[src/design/rcfs_pkg.sv]
// Shared types and constants for the RIFF clm frame-size scanner.
// No dependencies; imported by rcfs_parser and the top level.
package rcfs_pkg;

    localparam int DEFAULT_OFFSET_BITS = 32;

    localparam logic [15:0] FALLBACK_RESET = 16'd2048;
    localparam logic [13:0] NUM_CAP        = 14'd16383;
    localparam logic [13:0] MIN_SIZE       = 14'd64;
    localparam logic [13:0] MAX_SIZE       = 14'd8192;

    // outcome codes
    localparam logic [2:0] OUT_OK       = 3'd0;
    localparam logic [2:0] OUT_NOT_RIFF = 3'd1;
    localparam logic [2:0] OUT_NO_CLM   = 3'd2;
    localparam logic [2:0] OUT_NO_MARK  = 3'd3;
    localparam logic [2:0] OUT_RANGE    = 3'd4;

    typedef struct packed {
        logic [15:0] frame_size;
        logic [2:0]  outcome;
    } result_t;

endpackage

[src/design/rcfs_parser.sv]
// Byte-wise RIFF chunk walker, clm marker search and decimal parse.
// Holds all per-file state; depends on rcfs_pkg.
module rcfs_parser
    import rcfs_pkg::*;
#(
    parameter int OFFSET_BITS = DEFAULT_OFFSET_BITS
)
(
    input  logic        clk,
    input  logic        rst_n,
    input  logic        step,
    input  logic [7:0]  data_byte,
    input  logic        last_byte,
    input  logic [15:0] fallback_size,
    output result_t     result
);

    typedef enum logic [2:0] {
        PH_MAGIC,
        PH_HDR,
        PH_SKIP,
        PH_SEARCH,
        PH_LEAD,
        PH_DIG,
        PH_DONE
    } phase_t;

    localparam logic [31:0] RIFF_TAG = {8'h46, 8'h46, 8'h49, 8'h52}; // "RIFF", byte 0 low
    localparam logic [31:0] CLM_TAG  = {8'h20, 8'h6d, 8'h6c, 8'h63}; // "clm "
    localparam logic [23:0] MARK_TAG = {8'h3e, 8'h21, 8'h3c};        // "<!>"

    phase_t                 phase_reg,   phase_next;
    logic [OFFSET_BITS-1:0] offset_reg,  offset_next;
    logic [2:0]             hidx_reg,    hidx_next;
    logic                   idm_reg,     idm_next;
    logic [31:0]            clen_reg,    clen_next;
    logic [32:0]            skip_reg,    skip_next;
    logic [1:0]             mp_reg,      mp_next;
    logic [13:0]            num_reg,     num_next;
    logic                   neg_reg,     neg_next;
    logic [15:0]            held_reg,    held_next;
    logic [2:0]             outc_reg,    outc_next;

    function automatic logic is_space(logic [7:0] b);
        return (b == 8'd32) || (b >= 8'd9 && b <= 8'd13);
    endfunction

    function automatic logic [13:0] add_digit(logic [13:0] v, logic [7:0] b);
        logic [17:0] acc;
        acc = ({4'd0, v} << 3) + ({4'd0, v} << 1) + {14'd0, b[3:0]};
        return (acc > {4'd0, NUM_CAP}) ? NUM_CAP : acc[13:0];
    endfunction

    function automatic logic num_ok(logic [13:0] v, logic neg);
        return !neg && v >= MIN_SIZE && v <= MAX_SIZE;
    endfunction

    logic        digit;
    logic        skip_nz;
    logic        skip_done;
    logic [32:0] skip_dec;
    logic [31:0] full_len;

    assign digit     = (data_byte >= 8'h30) && (data_byte <= 8'h39);
    assign skip_nz   = (skip_reg != 33'd0);
    assign skip_dec  = skip_reg - {32'd0, skip_nz};
    assign skip_done = (skip_reg[32:1] == 32'd0);   // zero once decremented

    always_comb
    begin
        logic early;
        phase_next  = phase_reg;
        offset_next = offset_reg;
        hidx_next   = hidx_reg;
        idm_next    = idm_reg;
        clen_next   = clen_reg;
        skip_next   = skip_reg;
        mp_next     = mp_reg;
        num_next    = num_reg;
        neg_next    = neg_reg;
        held_next   = held_reg;
        outc_next   = outc_reg;
        early       = 1'b0;
        full_len    = clen_reg;
        full_len[8*hidx_reg[1:0] +: 8] = data_byte;

        case (phase_reg)
            PH_MAGIC:
            begin
                if (offset_reg[OFFSET_BITS-1:2] == '0
                    && data_byte != RIFF_TAG[8*offset_reg[1:0] +: 8])
                begin
                    outc_next  = OUT_NOT_RIFF;
                    phase_next = PH_DONE;
                end
                else if (offset_reg == OFFSET_BITS'(11))
                begin
                    phase_next = PH_HDR;
                    hidx_next  = 3'd0;
                    idm_next   = 1'b1;
                    clen_next  = 32'd0;
                end
            end
            PH_HDR:
            begin
                if (!hidx_reg[2])
                begin
                    if (data_byte != CLM_TAG[8*hidx_reg[1:0] +: 8])
                        idm_next = 1'b0;
                end
                else
                begin
                    clen_next = full_len;
                end
                if (hidx_reg == 3'd7)
                begin
                    if (idm_reg)
                    begin
                        skip_next = {1'b0, full_len};
                        mp_next   = 2'd0;
                        if (full_len == 32'd0)
                        begin
                            outc_next  = OUT_NO_MARK;
                            phase_next = PH_DONE;
                        end
                        else
                        begin
                            phase_next = PH_SEARCH;
                        end
                    end
                    else
                    begin
                        // odd chunks carry a pad byte
                        skip_next = {1'b0, full_len} + {32'd0, full_len[0]};
                        if (full_len == 32'd0)
                        begin
                            hidx_next = 3'd0;
                            idm_next  = 1'b1;
                            clen_next = 32'd0;
                        end
                        else
                        begin
                            phase_next = PH_SKIP;
                        end
                    end
                end
                else
                begin
                    hidx_next = hidx_reg + 3'd1;
                end
            end
            PH_SKIP:
            begin
                skip_next = skip_dec;
                if (skip_done)
                begin
                    phase_next = PH_HDR;
                    hidx_next  = 3'd0;
                    idm_next   = 1'b1;
                    clen_next  = 32'd0;
                end
            end
            PH_SEARCH, PH_LEAD, PH_DIG:
            begin
                skip_next = skip_dec;
                if (phase_reg == PH_SEARCH)
                begin
                    if (data_byte == 8'd0)
                    begin
                        outc_next  = OUT_NO_MARK;
                        phase_next = PH_DONE;
                        early      = 1'b1;
                    end
                    else
                    begin
                        if (mp_reg != 2'd3 && data_byte == MARK_TAG[8*mp_reg +: 8])
                            mp_next = mp_reg + 2'd1;
                        else
                            mp_next = {1'b0, data_byte == 8'h3c};
                        if (mp_next == 2'd3)
                        begin
                            phase_next = PH_LEAD;
                            num_next   = 14'd0;
                            neg_next   = 1'b0;
                        end
                    end
                end
                else if (phase_reg == PH_LEAD && is_space(data_byte))
                begin
                    // leading blanks
                end
                else if (phase_reg == PH_LEAD && data_byte == 8'h2d)
                begin
                    neg_next   = 1'b1;
                    phase_next = PH_DIG;
                end
                else if (phase_reg == PH_LEAD && data_byte == 8'h2b)
                begin
                    phase_next = PH_DIG;
                end
                else if (digit)
                begin
                    num_next   = add_digit(num_reg, data_byte);
                    phase_next = PH_DIG;
                end
                else
                begin
                    early = 1'b1;
                    if (num_ok(num_reg, neg_reg))
                    begin
                        held_next = {2'b00, num_reg};
                        outc_next = OUT_OK;
                    end
                    else
                    begin
                        outc_next = OUT_RANGE;
                    end
                    phase_next = PH_DONE;
                end
                // end of chunk data
                if (!early && skip_done)
                begin
                    if (phase_next == PH_SEARCH)
                        outc_next = OUT_NO_MARK;
                    else if (num_ok(num_next, neg_next))
                    begin
                        held_next = {2'b00, num_next};
                        outc_next = OUT_OK;
                    end
                    else
                        outc_next = OUT_RANGE;
                    phase_next = PH_DONE;
                end
            end
            default:
            begin
            end
        endcase

        if (offset_reg != '1)
            offset_next = offset_reg + OFFSET_BITS'(1);

        // end of file: settle whatever is still open
        if (last_byte && phase_next != PH_DONE)
        begin
            case (phase_next)
                PH_MAGIC:  outc_next = OUT_NOT_RIFF;
                PH_SEARCH: outc_next = OUT_NO_MARK;
                PH_LEAD, PH_DIG:
                begin
                    if (num_ok(num_next, neg_next))
                    begin
                        held_next = {2'b00, num_next};
                        outc_next = OUT_OK;
                    end
                    else
                        outc_next = OUT_RANGE;
                end
                default:   outc_next = OUT_NO_CLM;
            endcase
            phase_next = PH_DONE;
        end

        result.outcome    = outc_next;
        result.frame_size = (outc_next == OUT_OK) ? held_next : fallback_size;

        if (last_byte)
        begin
            phase_next  = PH_MAGIC;
            offset_next = '0;
            hidx_next   = 3'd0;
            idm_next    = 1'b1;
            clen_next   = 32'd0;
            skip_next   = 33'd0;
            mp_next     = 2'd0;
            num_next    = 14'd0;
            neg_next    = 1'b0;
            held_next   = 16'd0;
            outc_next   = OUT_NOT_RIFF;
        end
    end

    always_ff @(posedge clk or negedge rst_n)
    begin
        if (!rst_n)
        begin
            phase_reg  <= PH_MAGIC;
            offset_reg <= '0;
            hidx_reg   <= 3'd0;
            idm_reg    <= 1'b1;
            clen_reg   <= 32'd0;
            skip_reg   <= 33'd0;
            mp_reg     <= 2'd0;
            num_reg    <= 14'd0;
            neg_reg    <= 1'b0;
            held_reg   <= 16'd0;
            outc_reg   <= OUT_NOT_RIFF;
        end
        else if (step)
        begin
            phase_reg  <= phase_next;
            offset_reg <= offset_next;
            hidx_reg   <= hidx_next;
            idm_reg    <= idm_next;
            clen_reg   <= clen_next;
            skip_reg   <= skip_next;
            mp_reg     <= mp_next;
            num_reg    <= num_next;
            neg_reg    <= neg_next;
            held_reg   <= held_next;
            outc_reg   <= outc_next;
        end
    end

endmodule

[src/design/riff_clm_frame_size_scanner.sv]
// RIFF clm frame-size scanner: one file byte per item, one result per file.
// The last byte is registered in the input stage, and its result in the output stage that drives m_axis.
// Throughput: 1 byte per cycle; only a final byte waits, and only while the
// previous result is still held on m_axis.
// Reset (rst_n, async, active low) clears all parse state, empties both
// stages and sets the fallback size to 2048. Depends on rcfs_pkg, rcfs_parser.
module riff_clm_frame_size_scanner
    import rcfs_pkg::*;
#(
    parameter int OFFSET_BITS = DEFAULT_OFFSET_BITS
)
(
    input  logic        clk,
    input  logic        rst_n,
    input  logic        s_axis_tvalid,
    output logic        s_axis_tready,
    input  logic [7:0]  s_axis_tdata,    // data_byte
    input  logic        s_axis_tlast,    // last_byte
    output logic        m_axis_tvalid,
    input  logic        m_axis_tready,
    output logic [15:0] m_axis_tdata,    // frame_size
    output logic [2:0]  m_axis_tuser,    // outcome
    input  logic        cfg_valid,
    output logic        cfg_ready,
    input  logic [15:0] cfg_data         // fallback_size
);

    logic        in_valid_reg;
    logic [7:0]  in_data_reg;
    logic        in_last_reg;
    logic        out_valid_reg;
    result_t     out_reg;
    logic [15:0] fallback_reg;
    logic        advance;
    result_t     result;

    // a non-final byte never needs the output slot
    assign advance       = in_valid_reg && (!in_last_reg || !out_valid_reg || m_axis_tready);
    assign s_axis_tready = !in_valid_reg || advance;
    assign cfg_ready     = 1'b1;

    assign m_axis_tvalid = out_valid_reg;
    assign m_axis_tdata  = out_reg.frame_size;
    assign m_axis_tuser  = out_reg.outcome;

    rcfs_parser #(
        .OFFSET_BITS(OFFSET_BITS)
    ) u_parser (
        .clk           (clk),
        .rst_n         (rst_n),
        .step          (advance),
        .data_byte     (in_data_reg),
        .last_byte     (in_last_reg),
        .fallback_size (fallback_reg),
        .result        (result)
    );

    always_ff @(posedge clk or negedge rst_n)
    begin
        if (!rst_n)
        begin
            in_valid_reg  <= 1'b0;
            out_valid_reg <= 1'b0;
            fallback_reg  <= FALLBACK_RESET;
        end
        else
        begin
            if (s_axis_tvalid && s_axis_tready)
                in_valid_reg <= 1'b1;
            else if (advance)
                in_valid_reg <= 1'b0;

            if (advance && in_last_reg)
                out_valid_reg <= 1'b1;
            else if (m_axis_tready)
                out_valid_reg <= 1'b0;

            if (cfg_valid)
                fallback_reg <= cfg_data;
        end
    end

    always_ff @(posedge clk)
    begin
        if (s_axis_tvalid && s_axis_tready)
        begin
            in_data_reg <= s_axis_tdata;
            in_last_reg <= s_axis_tlast;
        end
        if (advance && in_last_reg)
            out_reg <= result;
    end

`ifndef SYNTHESIS
    a_ok_in_range: assert property (@(posedge clk) disable iff (!rst_n)
        (m_axis_tvalid && m_axis_tuser == OUT_OK) |->
        (m_axis_tdata >= 16'd64 && m_axis_tdata <= 16'd8192))
        else $error("accepted frame size outside 64..8192");

    a_fallback_used: assert property (@(posedge clk) disable iff (!rst_n)
        (m_axis_tvalid && m_axis_tuser != OUT_OK) |-> (m_axis_tdata == fallback_reg))
        else $error("fallback size not reported on failure outcome");

    a_outcome_code: assert property (@(posedge clk) disable iff (!rst_n)
        m_axis_tvalid |-> (m_axis_tuser <= OUT_RANGE))
        else $error("outcome code out of range");

    a_stall_cause: assert property (@(posedge clk) disable iff (!rst_n)
        !s_axis_tready |-> (in_valid_reg && in_last_reg && out_valid_reg && !m_axis_tready))
        else $error("input stalled without a blocked result");
`endif

endmodule
[config.mk]
export PLATFORM = sky130hd
export DESIGN_NAME = riff_clm_frame_size_scanner
export DESIGN_NICKNAME = d
export VERILOG_FILES = /design/src/design/rcfs_pkg.sv /design/src/design/rcfs_parser.sv /design/src/design/riff_clm_frame_size_scanner.sv
export SDC_FILE = /design/constraint.sdc
export NUM_CORES = 1
export LEC_CHECK = 0
export BUFFER_PORTS_ARGS = -buffer_cell sky130_fd_sc_hd__buf_4
export CORE_ASPECT_RATIO = 1.25
export CORE_MARGIN = 8
export CORE_UTILIZATION = 49
export CTS_BUF_LIST = sky130_fd_sc_hd__clkbuf_16
export DETAILED_ROUTE_END_ITERATION = 10
export GPL_TIMING_DRIVEN = 0
export HOLD_SLACK_MARGIN = 0.1
export MAX_ROUTING_LAYER = met4
export PLACE_DENSITY_LB_ADDON = 0.2
export SYNTH_ARGS = -nofsm -noshare
export SYNTH_HDL_FRONTEND = slang
export SYNTH_SLANG_ARGS = --single-unit
[constraint.sdc]
create_clock -name clk -period 5.5 [get_ports clk]
set_clock_uncertainty 0.1 [all_clocks]
set_input_delay 0.825 -clock clk [delete_from_list [all_inputs] [get_ports clk]]
set_output_delay 0.825 -clock clk [all_outputs]
set_load 0.05 [all_outputs]
==> results.sh, run 1 <==
export IMPL_synth_ff_latch_count=186
export IMPL_post_dp_hpwl_um=30800
export IMPL_cpMaxStageDelayCell="o21ai_1"
export IMPL_cp_end_kind="flop"
export IMPL_clock_sinks=186
export IMPL_seq_area_frac_synth_pct=37.0
export IMPL_hp_class="input pin to asynchronous set/reset pin"
export IMPL_pre_cts_ws_ns=-1.60
export IMPL_port_buffers=49
export IMPL_clock_latency_ns=0.45
export IMPL_antenna_found_initial=0
export IMPL_core_area_um2=26000
export IMPL_tightest_slew_ns=0.975
export IMPL_pwr_density_cell_nw_per_um2=401
export IMPL_io_pins=52
export IMPL_grt_pass1_vias=12100
export IMPL_hold_viol_final=0
export IMPL_cts_hold_buf=0
export IMPL_setup_slack_ns=0.0699
export IMPL_dpl_cell_area_um2=13800
export IMPL_row_count=66
export IMPL_p_leak_nw=6.18
export IMPL_cts_buffers=17
export IMPL_routedLengthMet1_um=16800
export IMPL_setup_violations=0
export IMPL_place_inst=1919
export IMPL_syn_area_um2=13000
export IMPL_clk_pin_slew_worst_paths_ns=0.08
export IMPL_largest_reg_flops=33
export IMPL_syn_inst=1528
export IMPL_diodes=0
export IMPL_yosys_warnings=0
export IMPL_wirelength_um=42000
export IMPL_grt_max_degree=91
export IMPL_fin_crit_sh_pct=98.7
export IMPL_dr_wl_met3_um=1920
export IMPL_fill_cells=2381
export IMPL_start_kind="flop"
export IMPL_firstDrtPassIters=9
export IMPL_initial_core_util_pct=49.8
export IMPL_synth_edf_count=28
export IMPL_clockBufferDepth=2
export IMPL_grt_pass1_wl_um=65900
export IMPL_chipHeight_um=198
export IMPL_synth_cell_type_count=90
export IMPL_final_util_pct=57.6
export IMPL_die_w_um=161
export IMPL_synth_main_ff_cell="dfrtp_1"
export IMPL_cp_arrival_ns=5.65
export IMPL_layout_nets=1700
export IMPL_gp_congestion=0.982
export IMPL_max_cap_violations=0
export IMPL_worstPathRequired_ns=5.72
export IMPL_htreeDepth=4
export IMPL_drive_gt1_share_pct=14.4
export IMPL_fin_cells=1970
export IMPL_avgSynthCellArea_um2=8.48
export IMPL_grt_overflow=0
export IMPL_final_antenna_net_count=0
export IMPL_met2_length_um=21000
export IMPL_rsz0062_at_grt="true"
export IMPL_top_layer="met4"
export IMPL_fmax_ghz=0.184
export IMPL_final_area_um2=15000
export IMPL_cts_root_buf="clkbuf_16"
export IMPL_layout_min_cycle_time_ns=5.43
export IMPL_report_final_slew_viol_count=0
export IMPL_gr_usage_all_layers_pct=26.6
export IMPL_cts_tree="yes"
export IMPL_dieArea_um2=31900
export IMPL_crit_chain="buf_8 -> inv_2 -> fa_2 -> fa_2 -> nor2b_2 -> o31a_1 -> o311ai_1 -> and3_1 -> nor4_4 -> buf_6 -> buf_4 -> nand2_2 -> o311ai_1 -> nand4_1 -> o21ai_1 -> nor2_1 -> o32ai_1 -> mux2_4"
export IMPL_via_count=12600
export IMPL_syn_nets=1611
export IMPL_path_class="flop to flop"
export IMPL_crit_fanout=10
export IMPL_vias_per_cell=6.38
export IMPL_status="complete, no violations"
export IMPL_ys_async_sr_fraction_pct=84.9
export IMPL_avgRoutedWirePerCell_um=21.3
export IMPL_max_stage_delay_ns=0.57
export IMPL_slew_headroom_pct=34.1
export IMPL_drc=0
export IMPL_area_growth_pct=15.7
export IMPL_peakVddDrop_v=0.000394
export IMPL_drtIter0Drc=1246
## cells in the mapped netlist (14+ instances only)
| cell | n | share of area (%) |
|---|---|---|
| o21ai_0 | 150 | 5.8 |
| nand2_1 | 166 | 4.8 |
| a22o_1 | 29 | 2.0 |
| mux2_2 | 15 | 1.3 |
| o22ai_1 | 15 | 0.72 |
| nor4_1 | 23 | 1.1 |
| inv_1 | 48 | 1.4 |
| nor3_1 | 44 | 1.7 |
| xnor2_1 | 28 | 1.9 |
| a31oi_1 | 51 | 2.5 |
| o31ai_1 | 14 | 0.81 |
| clkbuf_1 | 61 | 1.8 |
| nor2_1 | 144 | 4.2 |
| nand4_1 | 28 | 1.4 |
| a21oi_1 | 75 | 2.9 |
| edfxtp_1 | 28 | 6.5 |
| dfrtp_1 | 155 | 30 |
| xor2_1 | 41 | 2.8 |
| and2_1 | 20 | 0.97 |
| nor2b_1 | 42 | 2.0 |
| or3_1 | 15 | 0.72 |
| ha_1 | 51 | 4.9 |
| nand3_1 | 43 | 1.7 |
| and3_1 | 19 | 0.92 |
## metrics by stage
stage	setup TNS, ns	total power [mW]	hold slack [ns]
finish	0	6.01	0.227
global route	-0.272	6.36	0.270
CTS	0	5.91	0.242
detailed placement	-35.83	4.61	0.361
global placement	-35.72	4.58	0.355
floorplan	0	3.80	0.342
## critical path: cells and delay by family, from the launching register on
| kind | cells | cell delay, ns |
|---|---|---|
| muxes | 1 | 0.22 |
| AOI/OAI and AO/OA | 5 | 1.72 |
| DFF | 1 | 0.48 |
| buffers and inverters | 4 | 0.60 |
| and+or+nand+nor | 6 | 1.27 |
| adders and majority gates | 2 | 0.89 |
## cells by family after synthesis
group                      share of synthesized area, %
adders and majority gates                          5.24
AOI/OAI and AO/OA                                  22.8
and+or+nand+nor                                    23.8
DFF                                                37.0
other                                            0.0290
buffers and inverters                              3.65
muxes                                              2.77
xor gates and xnor gates                           4.67
## path summary, 6_finish.rpt
check | cells past startpoint | endpoint | from | slack, ns
setup / recovery | 18 | m_axis_tdata[5]$_DFFE_PP_ | in_data_reg[3]$_DFFE_PP_ | 0.07
hold / removal | 1 | u_parser.mp_reg[0]$_DFFE_PN0P_ | rst_n | 0.23
setup reg to reg | 18 | m_axis_tdata[5]$_DFFE_PP_ | in_data_reg[3]$_DFFE_PP_ | 0.07
hold reg to reg | 2 | u_parser.held_reg[8]$_DFFE_PN0P_ | u_parser.held_reg[8]$_DFFE_PN0P_ | 0.38
max in group asynchronous | 2 | u_parser.num_reg[10]$_DFFE_PN0P_ | rst_n | 4.16
min in group clk | 2 | u_parser.held_reg[8]$_DFFE_PN0P_ | u_parser.held_reg[8]$_DFFE_PN0P_ | 0.38
## cell usage in the layout (no fill, tap or decap), types with 15 or more instances in the layout
cell         n
a21oi_1     73
or3_1       15
clkbuf_1    54
nand2_1    165
nand4_1     28
nor4_1      18
and3_1      19
dfrtp_1    152
o21ai_0    149
nor3_1      43
xor2_1      41
o22ai_1     15
xnor2_1     28
nor2b_1     41
and2_1      20
nand3_1     42
nor2_1     142
a31oi_1     28
edfxtp_1    28
a22o_1      29
inv_1       47
buf_4       70
clkbuf_16   17
a31oi_2     17
ha_1        51
mux2_2      15
## cell type report
class                      instances  area [µm²]  share of cell area (%)
timing repair buffer              71         568                    3.79
clock buffer                      17         425                    2.84
buffer                            70         315                    2.10
inverter                          50         188                    1.25
clock inverter                    15         146                   0.977
sequential                       186        4800                    32.1
multi-input combinational       1221        8110                    54.1
tap                              340         425                    2.84
## metal layers
layer / GRT usage (%) / vias to the layer above
met5: - / -
met4: 14.6 / 0
met3: 3.43 / 140
met2: 45.2 / 462
met1: 30.1 / 6129
li1: - / 5832
## power by group
group	leakage (nW)	switching (mW)	total [mW]	internal, mW
Combinational	3.49	1.88	2.96	1.07
Sequential	2.40	0.183	1.81	1.63
Clock	0.286	0.634	1.24	0.606
Total	6.18	2.70	6.01	3.31
## timing repair
item / 4_1_cts / 5_1_grt
pin swaps: 7 / 12
endpoints found under the setup margin: 33 / 35
buffers inserted: 7 / 13
resized for setup: 37 / 62
hold endpoints to repair: 0 / 0
Note: power is estimated with default switching activity, not from simulation.
==> run 2: changes to the inputs <==
--- a/config.mk
+++ b/config.mk
@@ -9,7 +9,7 @@
 export CORE_ASPECT_RATIO = 1.25
 export CORE_MARGIN = 8
 export CORE_UTILIZATION = 49
-export CTS_BUF_LIST = sky130_fd_sc_hd__clkbuf_16
+export CTS_BUF_LIST = sky130_fd_sc_hd__clkbuf_4
 export DETAILED_ROUTE_END_ITERATION = 10
 export GPL_TIMING_DRIVEN = 0
 export HOLD_SLACK_MARGIN = 0.1
==> run 2 against run 1 <==
Net effect:
- count of clock-buffer cells in the layout stayed put
- power fell by 7.5%
- sequential cell count is the same
- register-to-register slack improved by 0.09 ns
- first-iteration DRC count fell by 15%
- design area decreased by 1.6%
- sequential share of layout area rose by 0.53 points
- critical endpoint unchanged
- largest cell class unchanged
- highest routed layer unchanged
==> results.sh, run 2 (synthesized netlist as in run 1, its figures left out) <==
export IMPL_status="complete, no violations"
export IMPL_crit_start="u_parser.num_reg[2]$_DFFE_PN0P_"
export IMPL_drtIter0Drc=1055
export IMPL_crit_fanout=7
export IMPL_grt_pass1_vias=12100
export IMPL_die_w_um=161
export IMPL_port_buffers=49
export IMPL_tightest_slew_ns=0.956
export IMPL_worstPathRequired_ns=5.90
export IMPL_peakVddDrop_v=0.000336
export IMPL_avgRoutedWirePerCell_um=21.1
export IMPL_cts_root_buf="clkbuf_4"
export IMPL_use_met3_pct=2.95
export IMPL_final_cell_mix="166 x nand2_1, 150 x dfrtp_1, 148 x o21ai_0, 143 x nor2_1, 79 x buf_4"
export IMPL_via_count=12600
export IMPL_gr_usage_all_layers_pct=26.4
export IMPL_core_area_um2=26000
export IMPL_drc=0
export IMPL_row_count=66
export IMPL_wirelength_um=41800
export IMPL_rrSetupSlack_ns=0.16
export IMPL_path_class="flop to flop"
export IMPL_reg2reg_from="u_parser.num_reg[2]$_DFFE_PN0P_"
export IMPL_clock_sinks=186
export IMPL_cts_tree="yes"
export IMPL_dieArea_um2=31900
export IMPL_max_cap_violations=0
export IMPL_layout_commonest_cell="nand2_1"
export IMPL_slew_headroom_pct=34.6
export IMPL_largest_reg_flops=33
export IMPL_final_antenna_net_count=0
export IMPL_clockBufferDepth=2
export IMPL_cp_arrival_ns=5.74
export IMPL_chipHeight_um=198
export IMPL_htreeDepth=4
export IMPL_grtUsageMet2_pct=45.4
export IMPL_antenna_found_initial=1
export IMPL_p_leak_nw=6.10
export IMPL_layout_min_cycle_time_ns=5.34
export IMPL_finalSetupTns_ns=0
export IMPL_cp_end_kind="flop"
export IMPL_grt_pass1_wl_um=65500
export IMPL_vias_per_cell=6.36
export IMPL_hp_class="input pin to flop"
export IMPL_hold_viol_final=0
export IMPL_post_dp_hpwl_um=30800
export IMPL_start_kind="flop"
export IMPL_final_util_pct=56.7
export IMPL_top_usage_layer="met2"
export IMPL_fin_total_pwr_mw=5.56
export IMPL_firstDrtPassIters=8
export IMPL_gp_congestion=0.982
export IMPL_hold_path_startpoint="s_axis_tdata[1]"
export IMPL_clk_pin_slew_worst_paths_ns=0.19
export IMPL_area_growth_pct=13.9
export IMPL_grt_max_degree=91
export IMPL_io_pins=52
export IMPL_report_final_slew_viol_count=0
export IMPL_pwr_density_cell_nw_per_um2=377
export IMPL_setup_violations=0
export IMPL_grt_overflow=0
export IMPL_fmax_ghz=0.187
export IMPL_initial_core_util_pct=49.8
export IMPL_met1_usage_pct=29.9
export IMPL_cts_buffers=17
export IMPL_drive_gt1_share_pct=14.5
export IMPL_layout_nets=1710
export IMPL_fin_crit_sh_pct=97.2
export IMPL_clock_latency_ns=0.63
-- run 2: cell types whose count changed in the layout (fill, tap and decap cells not counted), sizes merged --
| cell | before | now |
|---|---|---|
| buf | 80 | 91 |
| clkbuf | 78 | 76 |
| diode | 0 | 1 |
| dlygate4sd3 | 0 | 1 |
-- run 2: area by class of cell --
cell class	instances	area (µm²)
fill	2433	11300
multi-input combinational	1221	8090
sequential	186	4800
timing repair buffer	81	646
tap	340	425
buffer	70	322
inverter	50	188
clock inverter	15	146
clock buffer	17	128
antenna	1	2.50
-- run 2: final timing paths --
path                            cells past startpoint                               end
min in group asynchronous                           2  u_parser.num_reg[13]$_DFFE_PN0P_
worst max register to register                     17         m_axis_tdata[5]$_DFFE_PP_
worst min-delay path                                1          in_data_reg[1]$_DFFE_PP_
worst max-delay path                               17         m_axis_tdata[5]$_DFFE_PP_
max in group asynchronous                           3  u_parser.num_reg[10]$_DFFE_PN0P_
worst min register to register                      2  u_parser.held_reg[8]$_DFFE_PN0P_
-- run 2: worst max-delay path, cell delays in order (launching register included) --
cell and delay [ns]:
dfrtp_2 0.50, inv_1 0.15, fa_2 0.63, inv_1 0.05
ha_1 0.27, nand3_1 0.14, a211o_1 0.33, nand2_1 0.13
xor2_1 0.14, o41a_1 0.47, or4_4 0.56, a211oi_4 0.15
buf_4 0.19, nand3_1 0.11, o21ai_1 0.50, nor2_1 0.12
o32ai_1 0.44, mux2_4 0.22
-- run 2: power breakdown --
group	switching [mW]	internal (mW)
Sequential	0.184	1.63
Clock	0.574	0.206
Combinational	1.89	1.07
-- run 2: timing repair --
item,CTS,global route
hold endpoints to repair,68,0
pin swaps,7,14
setup endpoints to repair,34,34
hold buffers,1,0
buffers inserted,7,22
gates resized for setup,39,59
-- run 2: through the flow --
stage	instance area, µm²	setup WS, ns	hold WS (ns)	instances
after floorplan	13000	0.269	0.342	1528
after global placement	13700	-1.58	0.355	1917
after detailed placement	13800	-1.60	0.361	1919
after CTS	14300	0.00789	0.230	1959
after global routing	14700	-0.0286	0.224	1981
final	14700	0.156	0.266	1981
-- run 2: layer usage --
metal | vias up | wire length (µm) | share of wire, %
met4 | 0 | 2210 | 5.3
met2 | 487 | 21000 | 50
li1 | 5853 | - | -
met3 | 135 | 2050 | 4.9
met1 | 6134 | 16600 | 40
met5 | - | 0 | 0
